===== src/hdl/btla_pkg.sv =====
// shared constants, types and codes of the ticket lock arbiter
package btla_pkg;

   localparam int MAX_THREADS   = 16;
   localparam int TICKET_BITS   = 16;
   localparam int THREAD_BITS   = 4;
   localparam int COUNT_BITS    = 5;
   localparam int CSR_ADDR_BITS = 3;
   localparam int CSR_DATA_BITS = 32;

   typedef logic [TICKET_BITS-1:0] ticket_type;
   typedef logic [THREAD_BITS-1:0] thread_type;
   typedef logic [COUNT_BITS-1:0]  count_type;
   typedef logic [1:0]             status_type;

   // operation codes
   localparam logic OP_LOCK    = 1'b0;
   localparam logic OP_RELEASE = 1'b1;

   // result status codes
   localparam status_type STATUS_OK       = 2'd0;
   localparam status_type STATUS_INACTIVE = 2'd1;
   localparam status_type STATUS_OVERFLOW = 2'd2;

   // register select (word address bit) and reset value
   localparam logic      CSR_SEL_ACTIVE = 1'b0;
   localparam count_type ACTIVE_RESET   = count_type'(MAX_THREADS);

   // commands from controller to datapath
   typedef struct packed {
      logic start;
      logic step;
      logic finish;
   } dp_cmd_type;

   // status from datapath to controller
   typedef struct packed {
      logic scan_last;
      logic out_free;
   } dp_sts_type;

endpackage


===== src/hdl/btla_if.sv =====
// handshake channels for request and response beats
interface btla_req_if;
   logic                  valid;
   logic                  ready;
   logic                  operation;
   btla_pkg::thread_type  thread_index;

   modport source (output valid, output operation, output thread_index, input ready);
   modport sink   (input valid, input operation, input thread_index, output ready);
endinterface

interface btla_rsp_if;
   logic                  valid;
   logic                  ready;
   logic                  holder_valid;
   btla_pkg::thread_type  holder_index;
   btla_pkg::ticket_type  assigned_ticket;
   btla_pkg::status_type  status;

   modport source (output valid, output holder_valid, output holder_index,
                   output assigned_ticket, output status, input ready);
   modport sink   (input valid, input holder_valid, input holder_index,
                   input assigned_ticket, input status, output ready);
endinterface


===== src/hdl/bakery_ticket_lock_arbiter.sv =====
// Ticket lock arbiter: a granted lock beat gives its thread a ticket one above the largest
// ticket among the active threads, a release beat clears it, and every beat returns one
// response beat naming the holder (lowest nonzero ticket, lower index on a tie), the ticket
// granted and a status. A beat is accepted in the idle state, then the scan walks the
// ticket store over the active threads, reading one entry a cycle, and after the
// last entry the controller moves to the finish state, where it goes on to update
// the store and load the response register. The response register lets the next request
// beat be accepted and scanned while an earlier response still waits to be taken; if that
// response is still waiting when the scan ends, the update cycle waits until it is taken.
module bakery_ticket_lock_arbiter (
   input  logic                                  clock,
   input  logic                                  reset,
   btla_req_if.sink                              req_bus,
   btla_rsp_if.source                            rsp_bus,
   input  logic                                  csr_psel,
   input  logic                                  csr_penable,
   input  logic                                  csr_pwrite,
   input  logic [btla_pkg::CSR_ADDR_BITS-1:0]    csr_paddr,
   input  logic [btla_pkg::CSR_DATA_BITS-1:0]    csr_pwdata,
   output logic [btla_pkg::CSR_DATA_BITS-1:0]    csr_prdata,
   output logic                                  csr_pready
);
   import btla_pkg::*;

   count_type  live_count;
   dp_cmd_type cmd;
   dp_sts_type sts;
   logic       ready_w;

   assign req_bus.ready = ready_w;

   // configuration register
   btla_csr u_csr (
      .clock       (clock),
      .reset       (reset),
      .csr_psel    (csr_psel),
      .csr_penable (csr_penable),
      .csr_pwrite  (csr_pwrite),
      .csr_paddr   (csr_paddr),
      .csr_pwdata  (csr_pwdata),
      .csr_prdata  (csr_prdata),
      .csr_pready  (csr_pready),
      .live_count  (live_count)
   );

   // sequencer
   btla_ctrl u_ctrl (
      .clock     (clock),
      .reset     (reset),
      .req_valid (req_bus.valid),
      .req_ready (ready_w),
      .cmd       (cmd),
      .sts       (sts)
   );

   // ticket store and scan
   btla_dp u_dp (
      .clock            (clock),
      .reset            (reset),
      .cmd              (cmd),
      .sts              (sts),
      .live_count       (live_count),
      .req_operation    (req_bus.operation),
      .req_thread_index (req_bus.thread_index),
      .rsp_bus          (rsp_bus)
   );

endmodule


===== src/hdl/btla_csr.sv =====
// apb register holding the active thread count
module btla_csr (
   input  logic                                  clock,
   input  logic                                  reset,
   input  logic                                  csr_psel,
   input  logic                                  csr_penable,
   input  logic                                  csr_pwrite,
   input  logic [btla_pkg::CSR_ADDR_BITS-1:0]    csr_paddr,
   input  logic [btla_pkg::CSR_DATA_BITS-1:0]    csr_pwdata,
   output logic [btla_pkg::CSR_DATA_BITS-1:0]    csr_prdata,
   output logic                                  csr_pready,
   output btla_pkg::count_type                   live_count
);
   import btla_pkg::*;

   count_type active_ff;
   count_type active_in;
   logic      sel_active;
   logic      wr_en;

   assign sel_active = (csr_paddr[2] == CSR_SEL_ACTIVE);
   assign wr_en      = csr_psel && csr_penable && csr_pwrite && sel_active;
   assign csr_pready = 1'b1;

   // register write
   always_comb begin
      active_in = active_ff;
      if (wr_en) begin
         active_in = csr_pwdata[COUNT_BITS-1:0];
      end
   end

   always_ff @(posedge clock) begin
      if (reset) begin
         active_ff <= ACTIVE_RESET;
      end else begin
         active_ff <= active_in;
      end
   end

   // read back
   assign csr_prdata = sel_active ? CSR_DATA_BITS'(active_ff) : '0;

   // zero acts as one, above the thread count acts as the thread count
   always_comb begin
      priority if (active_ff == '0) begin
         live_count = count_type'(1);
      end else if (active_ff > count_type'(MAX_THREADS)) begin
         live_count = count_type'(MAX_THREADS);
      end else begin
         live_count = active_ff;
      end
   end

endmodule


===== src/hdl/btla_dp.sv =====
// ticket store, scan unit and response register
module btla_dp (
   input  logic                   clock,
   input  logic                   reset,
   input  btla_pkg::dp_cmd_type   cmd,
   output btla_pkg::dp_sts_type   sts,
   input  btla_pkg::count_type    live_count,
   input  logic                   req_operation,
   input  btla_pkg::thread_type   req_thread_index,
   btla_rsp_if.source             rsp_bus
);
   import btla_pkg::*;

   localparam ticket_type TICKET_MAX = '1;

   // ticket store, one entry per thread
   logic [MAX_THREADS-1:0][TICKET_BITS-1:0] ticket_ff;
   logic [MAX_THREADS-1:0][TICKET_BITS-1:0] ticket_in;

   // latched item
   logic       op_ff;
   thread_type who_ff;

   // scan state
   thread_type idx_ff,      idx_in;
   ticket_type max_ff,      max_in;
   logic       all_fnd_ff,  all_fnd_in;
   ticket_type all_min_ff,  all_min_in;
   thread_type all_idx_ff,  all_idx_in;
   logic       oth_fnd_ff,  oth_fnd_in;
   ticket_type oth_min_ff,  oth_min_in;
   thread_type oth_idx_ff,  oth_idx_in;

   // response register
   logic       rsp_valid_ff, rsp_valid_in;
   logic       hv_ff,  hv_in;
   thread_type hi_ff,  hi_in;
   ticket_type at_ff,  at_in;
   status_type st_ff,  st_in;

   ticket_type scan_t;
   ticket_type next_ticket;
   thread_type last_idx;
   logic       active_w;
   logic       overflow_w;
   logic       grant_ok;
   logic       release_ok;

   assign scan_t      = ticket_ff[idx_ff];
   assign next_ticket = max_ff + ticket_type'(1);
   assign last_idx    = thread_type'(live_count - count_type'(1));
   assign active_w    = ({1'b0, who_ff} < live_count);
   assign overflow_w  = (max_ff == TICKET_MAX);
   assign grant_ok    = active_w && (op_ff == OP_LOCK) && !overflow_w;
   assign release_ok  = active_w && (op_ff == OP_RELEASE);

   assign sts.scan_last = (idx_ff == last_idx);
   assign sts.out_free  = !rsp_valid_ff || rsp_bus.ready;

   // item latch
   always_ff @(posedge clock) begin
      if (cmd.start) begin
         op_ff  <= req_operation;
         who_ff <= req_thread_index;
      end
   end

   // scan: running max, lowest over all, lowest over the other threads
   always_comb begin
      idx_in     = idx_ff;
      max_in     = max_ff;
      all_fnd_in = all_fnd_ff;
      all_min_in = all_min_ff;
      all_idx_in = all_idx_ff;
      oth_fnd_in = oth_fnd_ff;
      oth_min_in = oth_min_ff;
      oth_idx_in = oth_idx_ff;
      if (cmd.start) begin
         idx_in     = '0;
         max_in     = '0;
         all_fnd_in = 1'b0;
         oth_fnd_in = 1'b0;
      end else if (cmd.step) begin
         idx_in = idx_ff + thread_type'(1);
         if (scan_t > max_ff) begin
            max_in = scan_t;
         end
         if (scan_t != '0 && (!all_fnd_ff || scan_t < all_min_ff)) begin
            all_fnd_in = 1'b1;
            all_min_in = scan_t;
            all_idx_in = idx_ff;
         end
         if (scan_t != '0 && idx_ff != who_ff && (!oth_fnd_ff || scan_t < oth_min_ff)) begin
            oth_fnd_in = 1'b1;
            oth_min_in = scan_t;
            oth_idx_in = idx_ff;
         end
      end
   end

   always_ff @(posedge clock) begin
      idx_ff     <= idx_in;
      max_ff     <= max_in;
      all_min_ff <= all_min_in;
      all_idx_ff <= all_idx_in;
      oth_min_ff <= oth_min_in;
      oth_idx_ff <= oth_idx_in;
      if (reset) begin
         all_fnd_ff <= 1'b0;
         oth_fnd_ff <= 1'b0;
      end else begin
         all_fnd_ff <= all_fnd_in;
         oth_fnd_ff <= oth_fnd_in;
      end
   end

   // store update at finish
   always_comb begin
      ticket_in = ticket_ff;
      if (cmd.finish) begin
         if (grant_ok) begin
            ticket_in[who_ff] = next_ticket;
         end else if (release_ok) begin
            ticket_in[who_ff] = '0;
         end
      end
   end

   always_ff @(posedge clock) begin
      if (reset) begin
         ticket_ff <= '0;
      end else begin
         ticket_ff <= ticket_in;
      end
   end

   // result: a fresh grant is above every other ticket
   always_comb begin
      rsp_valid_in = rsp_valid_ff;
      hv_in        = hv_ff;
      hi_in        = hi_ff;
      at_in        = at_ff;
      st_in        = st_ff;
      if (rsp_valid_ff && rsp_bus.ready) begin
         rsp_valid_in = 1'b0;
      end
      if (cmd.finish) begin
         rsp_valid_in = 1'b1;
         at_in        = '0;
         priority if (grant_ok) begin
            st_in = STATUS_OK;
            at_in = next_ticket;
            hv_in = 1'b1;
            hi_in = oth_fnd_ff ? oth_idx_ff : who_ff;
         end else if (release_ok) begin
            st_in = STATUS_OK;
            hv_in = oth_fnd_ff;
            hi_in = oth_fnd_ff ? oth_idx_ff : '0;
         end else begin
            st_in = active_w ? STATUS_OVERFLOW : STATUS_INACTIVE;
            hv_in = all_fnd_ff;
            hi_in = all_fnd_ff ? all_idx_ff : '0;
         end
      end
   end

   always_ff @(posedge clock) begin
      hv_ff <= hv_in;
      hi_ff <= hi_in;
      at_ff <= at_in;
      st_ff <= st_in;
      if (reset) begin
         rsp_valid_ff <= 1'b0;
      end else begin
         rsp_valid_ff <= rsp_valid_in;
      end
   end

   assign rsp_bus.valid           = rsp_valid_ff;
   assign rsp_bus.holder_valid    = hv_ff;
   assign rsp_bus.holder_index    = hi_ff;
   assign rsp_bus.assigned_ticket = at_ff;
   assign rsp_bus.status          = st_ff;

   // a grant lands in the requesting thread's entry
   a_grant_written: assert property (@(posedge clock) disable iff (reset)
      cmd.finish && grant_ok |=> ticket_ff[who_ff] == ticket_type'($past(max_ff) + 1'b1))
      else $error("granted ticket not stored");

   // refused items leave the store alone
   a_refused_no_change: assert property (@(posedge clock) disable iff (reset)
      cmd.finish && !grant_ok && !release_ok |=> ticket_ff == $past(ticket_ff))
      else $error("refused item changed the ticket store");

   // a granted ticket always leaves a holder
   a_grant_has_holder: assert property (@(posedge clock) disable iff (reset)
      rsp_valid_ff && at_ff != '0 |-> hv_ff && st_ff == STATUS_OK)
      else $error("grant reported without holder");

endmodule


===== src/hdl/btla_ctrl.sv =====
// controller: accept, scan, finish sequence
module btla_ctrl (
   input  logic                   clock,
   input  logic                   reset,
   input  logic                   req_valid,
   output logic                   req_ready,
   output btla_pkg::dp_cmd_type   cmd,
   input  btla_pkg::dp_sts_type   sts
);
   import btla_pkg::*;

   localparam logic [1:0] ST_IDLE   = 2'd0;
   localparam logic [1:0] ST_SCAN   = 2'd1;
   localparam logic [1:0] ST_FINISH = 2'd2;

   logic [1:0] state_ff;
   logic [1:0] state_in;

   // next state and commands
   always_comb begin
      state_in   = state_ff;
      req_ready  = 1'b0;
      cmd        = '0;
      unique case (state_ff)
         ST_IDLE: begin
            req_ready = 1'b1;
            if (req_valid) begin
               cmd.start = 1'b1;
               state_in  = ST_SCAN;
            end
         end
         ST_SCAN: begin
            cmd.step = 1'b1;
            if (sts.scan_last) begin
               state_in = ST_FINISH;
            end
         end
         ST_FINISH: begin
            if (sts.out_free) begin
               cmd.finish = 1'b1;
               state_in   = ST_IDLE;
            end
         end
         default: begin
            state_in = ST_IDLE;
         end
      endcase
   end

   always_ff @(posedge clock) begin
      if (reset) begin
         state_ff <= ST_IDLE;
      end else begin
         state_ff <= state_in;
      end
   end

   // never overwrite a waiting response
   a_finish_needs_room: assert property (@(posedge clock) disable iff (reset)
      cmd.finish |-> sts.out_free)
      else $error("finish issued while response register busy");

   // a scan always follows an accepted beat
   a_start_then_scan: assert property (@(posedge clock) disable iff (reset)
      cmd.start |=> cmd.step)
      else $error("accepted beat not scanned");

   // only one command at a time
   a_one_cmd: assert property (@(posedge clock) disable iff (reset)
      $onehot0({cmd.start, cmd.step, cmd.finish}))
      else $error("overlapping datapath commands");

endmodule

===== src/flat_wrapper.sv =====
// flat-port wrapper written by rule: the top's interface ports become plain ports
module bakery_ticket_lock_arbiter_flat import btla_pkg::*;
  (clock, reset, csr_psel, csr_penable, csr_pwrite, csr_paddr, csr_pwdata, csr_prdata, csr_pready, req_bus_valid, req_bus_operation, req_bus_thread_index, req_bus_ready, rsp_bus_valid, rsp_bus_holder_valid, rsp_bus_holder_index, rsp_bus_assigned_ticket, rsp_bus_status, rsp_bus_ready);
  btla_req_if req_bus_i ();
  btla_rsp_if rsp_bus_i ();
  input  logic clock;
  input  logic reset;
  input  logic csr_psel;
  input  logic csr_penable;
  input  logic csr_pwrite;
  input  logic [btla_pkg::CSR_ADDR_BITS-1:0] csr_paddr;
  input  logic [btla_pkg::CSR_DATA_BITS-1:0] csr_pwdata;
  output logic [btla_pkg::CSR_DATA_BITS-1:0] csr_prdata;
  output logic csr_pready;
  input wire logic [$bits(req_bus_i.valid)-1:0] req_bus_valid;
  input wire logic [$bits(req_bus_i.operation)-1:0] req_bus_operation;
  input wire logic [$bits(req_bus_i.thread_index)-1:0] req_bus_thread_index;
  output wire logic [$bits(req_bus_i.ready)-1:0] req_bus_ready;
  output wire logic [$bits(rsp_bus_i.valid)-1:0] rsp_bus_valid;
  output wire logic [$bits(rsp_bus_i.holder_valid)-1:0] rsp_bus_holder_valid;
  output wire logic [$bits(rsp_bus_i.holder_index)-1:0] rsp_bus_holder_index;
  output wire logic [$bits(rsp_bus_i.assigned_ticket)-1:0] rsp_bus_assigned_ticket;
  output wire logic [$bits(rsp_bus_i.status)-1:0] rsp_bus_status;
  input wire logic [$bits(rsp_bus_i.ready)-1:0] rsp_bus_ready;
  assign req_bus_i.valid = req_bus_valid;
  assign req_bus_i.operation = req_bus_operation;
  assign req_bus_i.thread_index = req_bus_thread_index;
  assign req_bus_ready = req_bus_i.ready;
  assign rsp_bus_valid = rsp_bus_i.valid;
  assign rsp_bus_holder_valid = rsp_bus_i.holder_valid;
  assign rsp_bus_holder_index = rsp_bus_i.holder_index;
  assign rsp_bus_assigned_ticket = rsp_bus_i.assigned_ticket;
  assign rsp_bus_status = rsp_bus_i.status;
  assign rsp_bus_i.ready = rsp_bus_ready;
  bakery_ticket_lock_arbiter u_core (.clock(clock), .reset(reset), .req_bus(req_bus_i), .rsp_bus(rsp_bus_i), .csr_psel(csr_psel), .csr_penable(csr_penable), .csr_pwrite(csr_pwrite), .csr_paddr(csr_paddr), .csr_pwdata(csr_pwdata), .csr_prdata(csr_prdata), .csr_pready(csr_pready));
endmodule

===== config.mk =====
export PLATFORM = sky130hd
export DESIGN_NAME = bakery_ticket_lock_arbiter_flat
export DESIGN_NICKNAME = d
export VERILOG_FILES = /design/src/hdl/btla_pkg.sv /design/src/hdl/btla_if.sv /design/src/hdl/bakery_ticket_lock_arbiter.sv /design/src/hdl/btla_csr.sv /design/src/hdl/btla_dp.sv /design/src/hdl/btla_ctrl.sv /design/src/flat_wrapper.sv
export SDC_FILE = /design/constraint.sdc
export NUM_CORES = 1
export LEC_CHECK = 0
export ABC_AREA = 1
export BUFFER_PORTS_ARGS = -buffer_cell sky130_fd_sc_hd__buf_2
export CAP_MARGIN = 30
export CORE_ASPECT_RATIO = 1.2
export CORE_MARGIN = 8
export CORE_UTILIZATION = 52
export DETAILED_ROUTE_END_ITERATION = 10
export GPL_TIMING_DRIVEN = 0
export HOLD_SLACK_MARGIN = 0.15
export PLACE_DENSITY = 0.7
export SKIP_LAST_GASP = 1
export SYNTH_ARGS = -nofsm -noshare
export SYNTH_HDL_FRONTEND = slang
export SYNTH_SLANG_ARGS = --single-unit
export TNS_END_PERCENT = 50

===== constraint.sdc =====
create_clock -name clock -period 10.2 [get_ports clock]
set_input_delay 2.04 -clock clock [delete_from_list [all_inputs] [get_ports clock]]
set_output_delay 2.04 -clock clock [all_outputs]
set_load 0.02 [all_outputs]

==> results.yml <==
timing:
  hold_viol_final: 0
  setup_viol: 0
  relSlewSlack_pct: 23.2
  period_needed_ps: 5160
  worst_slack_ps: 5040
  rsz0062_at_grt: "false"
  finalMaxSlewViolations: 0
  fmax_mhz: 194
  finalHoldWorstSlack_ps: 463
  worst_pin_slew_ps: 1150
  fin_skew_ps: 29.5
  tns_ps: 0
  post-route-period-util_pct: 50.6
yosys:
  async_reset_ff_share_pct: 0
  synth_seq_area_share_pct: 43.1
  ys_types: 50
  yosysWarningCount: 0
  synthesis.area_um2: 18000
  ys_ff_latch: 354
  synthFlopType: "dfxtp_1"
  syn_avg_cell_area_um2: 7.28
  synth-edff-count: 68
  netlist_instances: 2477
placement:
  dp.final_hpwl_mm: 47.0
  port_buffers: 46
  place_ws_ps: 5330
  routabilityCongestion: 1.01
setup_path:
  cp_slowest_cell: "clkbuf_1"
  cp-startpoint: "u_core.u_dp.idx_ff[2]$_SDFFE_PP0P_"
  rr_startpoint: "u_core.u_dp.idx_ff[2]$_SDFFE_PP0P_"
  start_kind: "register"
  cpPeakStageDelay_ps: 760
  ff2ff_path_depth: 15
  r2r_end: "u_core.u_dp.oth_min_ff[2]$_DFFE_PP_"
  crit_end: "u_core.u_dp.oth_min_ff[2]$_DFFE_PP_"
  crit_fanout: 16
  crit_family: "buffers and inverters"
  endpoint_kind: "register"
  crit_chain: "clkbuf_1 -> inv_1 -> clkbuf_1 -> o211ai_1 -> nand3_1 -> nand2_1 -> ha_1 -> nand2_1 -> inv_1 -> nand3_1 -> a31oi_1 -> a2111oi_0 -> nand2_1 -> a21oi_2 -> buf_8"
  r2r_slack_ps: 5040
  arrival_ps: 5410
  worst-path-buf-inv: 5
  cp_data_required_time_ps: 10450
  cp_common_cell: "nand2_1"
  path_depth: 15
  critical_path_class: "reg2reg"
final_layout:
  multi_input_area_um2: 8350
  regArea_um2: 7770
  n_fill_cell: 3181
  fin_nets: 2695
  drive_gt1_share_pct: 10.1
  area_growth_pct: 12.8
power:
  design_power_total_mw: 3.92
  vdd_ir_drop_max_mv: 0.105
  leakage_nw: 8.78
  powerDensity_nw_per_um2: 192
grt:
  grt_pass1_wl_mm: 99.7
  antenna_found_initial: 2
  gr-total-overflow: 0
  track_usage_pct: 32.7
  grt_max_degree: 33
  grt_pass1_vias: 16600
floorplan:
  core_area_um2: 34200
  start_util_pct: 52.8
  std_cell_rows: 74
  die_y_um: 220
  dieArea_um2: 40900
  io_pins: 105
  fp.dieW_um: 186
route:
  drcViolationCount: 0
  wirelength_mm: 67.7
  drt_iter0_drc: 2278
  wl_per_cell_um: 22.0
  firstDrtPassIters: 6
  final_antenna_net_count: 0
  via_per_inst: 5.81
  vias: 17900
clock_tree:
  numCtsBuffers: 38
  clk_latency_ps: 570
  clock_sinks: 354
  post_cts_resized: 0
  clk_root_buffer_cell: "clkbuf_16"
  cts.clk_slew.worst_paths_ps: 60
  htree_levels: 2
  cts_tree: "yes"
  postCtsHoldBufs: 0
  clockBufferDepth: 3
  cts_setup_buffers: 0
flow_run:
  cap_violations: 0
run_status:
  status: "finished, final reports clean"
hold_path:
  hp-class: "reg2reg"
  whs_path_depth: 2
==> worst min-delay path by stage <==
stage / start / to
5_1_grt: u_core.u_dp.ticket_ff[138]$_SDFFE_PP0P_ / u_core.u_dp.ticket_ff[138]$_SDFFE_PP0P_
3_3_place_gp: u_core.u_dp.idx_ff[2]$_SDFFE_PP0P_ / u_core.u_dp.oth_idx_ff[2]$_DFFE_PP_
4_1_cts: u_core.u_dp.idx_ff[2]$_SDFFE_PP0P_ / u_core.u_dp.oth_idx_ff[2]$_DFFE_PP_
3_5_place_dp: u_core.u_dp.idx_ff[2]$_SDFFE_PP0P_ / u_core.u_dp.all_idx_ff[2]$_DFFE_PP_
2_1_floorplan: u_core.u_dp.idx_ff[2]$_SDFFE_PP0P_ / u_core.u_dp.all_idx_ff[2]$_DFFE_PP_
6_report: u_core.u_dp.ticket_ff[227]$_SDFFE_PP0P_ / u_core.u_dp.ticket_ff[227]$_SDFFE_PP0P_
==> metal layers <==
metal	vias up	wire, um	track usage (%)
li1	8190	-	-
met1	8316	24300	38.8
met2	1092	31100	52.6
met3	306	7490	7.07
met4	6	4700	21.5
met5	-	92	1.12
==> cell usage in the layout, fill, tap and decap left out, types with 15 or more instances in the layout <==
cell         n
a21oi_1    246
buf_1       15
buf_2       70
buf_4       43
buf_6       27
clkbuf_1    75
clkbuf_16   38
conb_1      28
dfxtp_1    286
edfxtp_1    68
ha_1        52
inv_1      245
nand2_1    512
nand3_1    202
nor2_1     373
o211ai_1    24
o21ai_0    166
==> kinds of logic after synthesis <==
group	after synthesis	share of synthesized area [%]
and+or+nand+nor	1143	27.3
AOI/OAI and AO/OA	478	14.1
buffers and inverters	434	11.2
DFF	354	43.1
adders and majority gates	52	3.61
xor gates and xnor gates	14	0.680
other	2	0.0416
==> Yosys cell counts (6+ instances only) <==
library cell | count | area, um^2
nand2_1 | 512 | 1920
nor2_1 | 373 | 1400
dfxtp_1 | 286 | 5730
a21oi_1 | 248 | 1240
inv_1 | 245 | 920
nand3_1 | 202 | 1010
o21ai_0 | 166 | 831
clkbuf_1 | 70 | 263
edfxtp_1 | 68 | 2040
ha_1 | 52 | 651
buf_4 | 42 | 315
buf_6 | 25 | 282
buf_2 | 24 | 120
o211ai_1 | 24 | 180
buf_1 | 15 | 56.3
nor2_4 | 12 | 135
nand3_4 | 10 | 175
xor2_1 | 9 | 78.8
a31oi_1 | 7 | 43.8
nand4_1 | 7 | 43.8
o221ai_1 | 7 | 61.3
inv_2 | 6 | 22.5
o21ai_1 | 6 | 30.0
o21ai_2 | 6 | 52.6
==> worst register-to-register path: stages, from the launching register on <==
cell and delay [ps]:
dfxtp_1 350, clkbuf_1 760, inv_1 470, clkbuf_1 500, o211ai_1 340, nand3_1 200
nand2_1 420, ha_1 320, nand2_1 60, inv_1 50, nand3_1 70, a31oi_1 70
a2111oi_0 410, nand2_1 240, a21oi_2 360, buf_8 230
==> final cells by class <==
class                      instances  area share [%]
multi-input combinational       1715            41.1
sequential                       354            38.2
buffer                           177            5.19
clock buffer                      49            5.17
inverter                         257            4.75
tap                              456            2.80
timing repair buffer              53            1.57
clock inverter                    21            1.27
antenna                            1          0.0123
==> through the flow <==
step	cell area [um^2]	cells	utilization, %
finish	20300	3083	59.6
global route	20300	3082	59.6
CTS	20300	3079	59.4
detailed placement	19000	3009	55.6
global placement	18900	3005	55.4
floorplan	18100	2503	-
==> state kept, by name, indices dropped and copies added (netlist names) <==
name                                 flops
u_core.u_dp.all_fnd_ff                   1
u_core.u_dp.oth_fnd_ff                   1
u_core.u_dp.all_min_ff                  16
u_core.u_dp.idx_ff                       4
u_core.u_dp.rsp_bus.assigned_ticket     16
u_core.u_dp.all_idx_ff                   4
u_core.u_dp.rsp_bus.status               2
u_core.u_dp.oth_min_ff                  16
u_core.u_dp.ticket_ff                  256
u_core.u_csr.active_ff                   5
u_core.u_dp.who_ff                       4
u_core.u_dp.rsp_bus.valid                1
u_core.u_dp.rsp_bus.holder_valid         1
u_core.u_ctrl.state_ff                   2
u_core.u_dp.max_ff                      16
u_core.u_dp.rsp_bus.holder_index         4
u_core.u_dp.op_ff                        1
u_core.u_dp.oth_idx_ff                   4
==> power breakdown <==
part	leakage (nW)	internal, mW	switching, mW
clock network	0.649	0.862	0.610
logic	5.18	0.238	0.674
registers	2.95	1.49	0.0398
No activity file was read; power rests on OpenSTA's default activity.
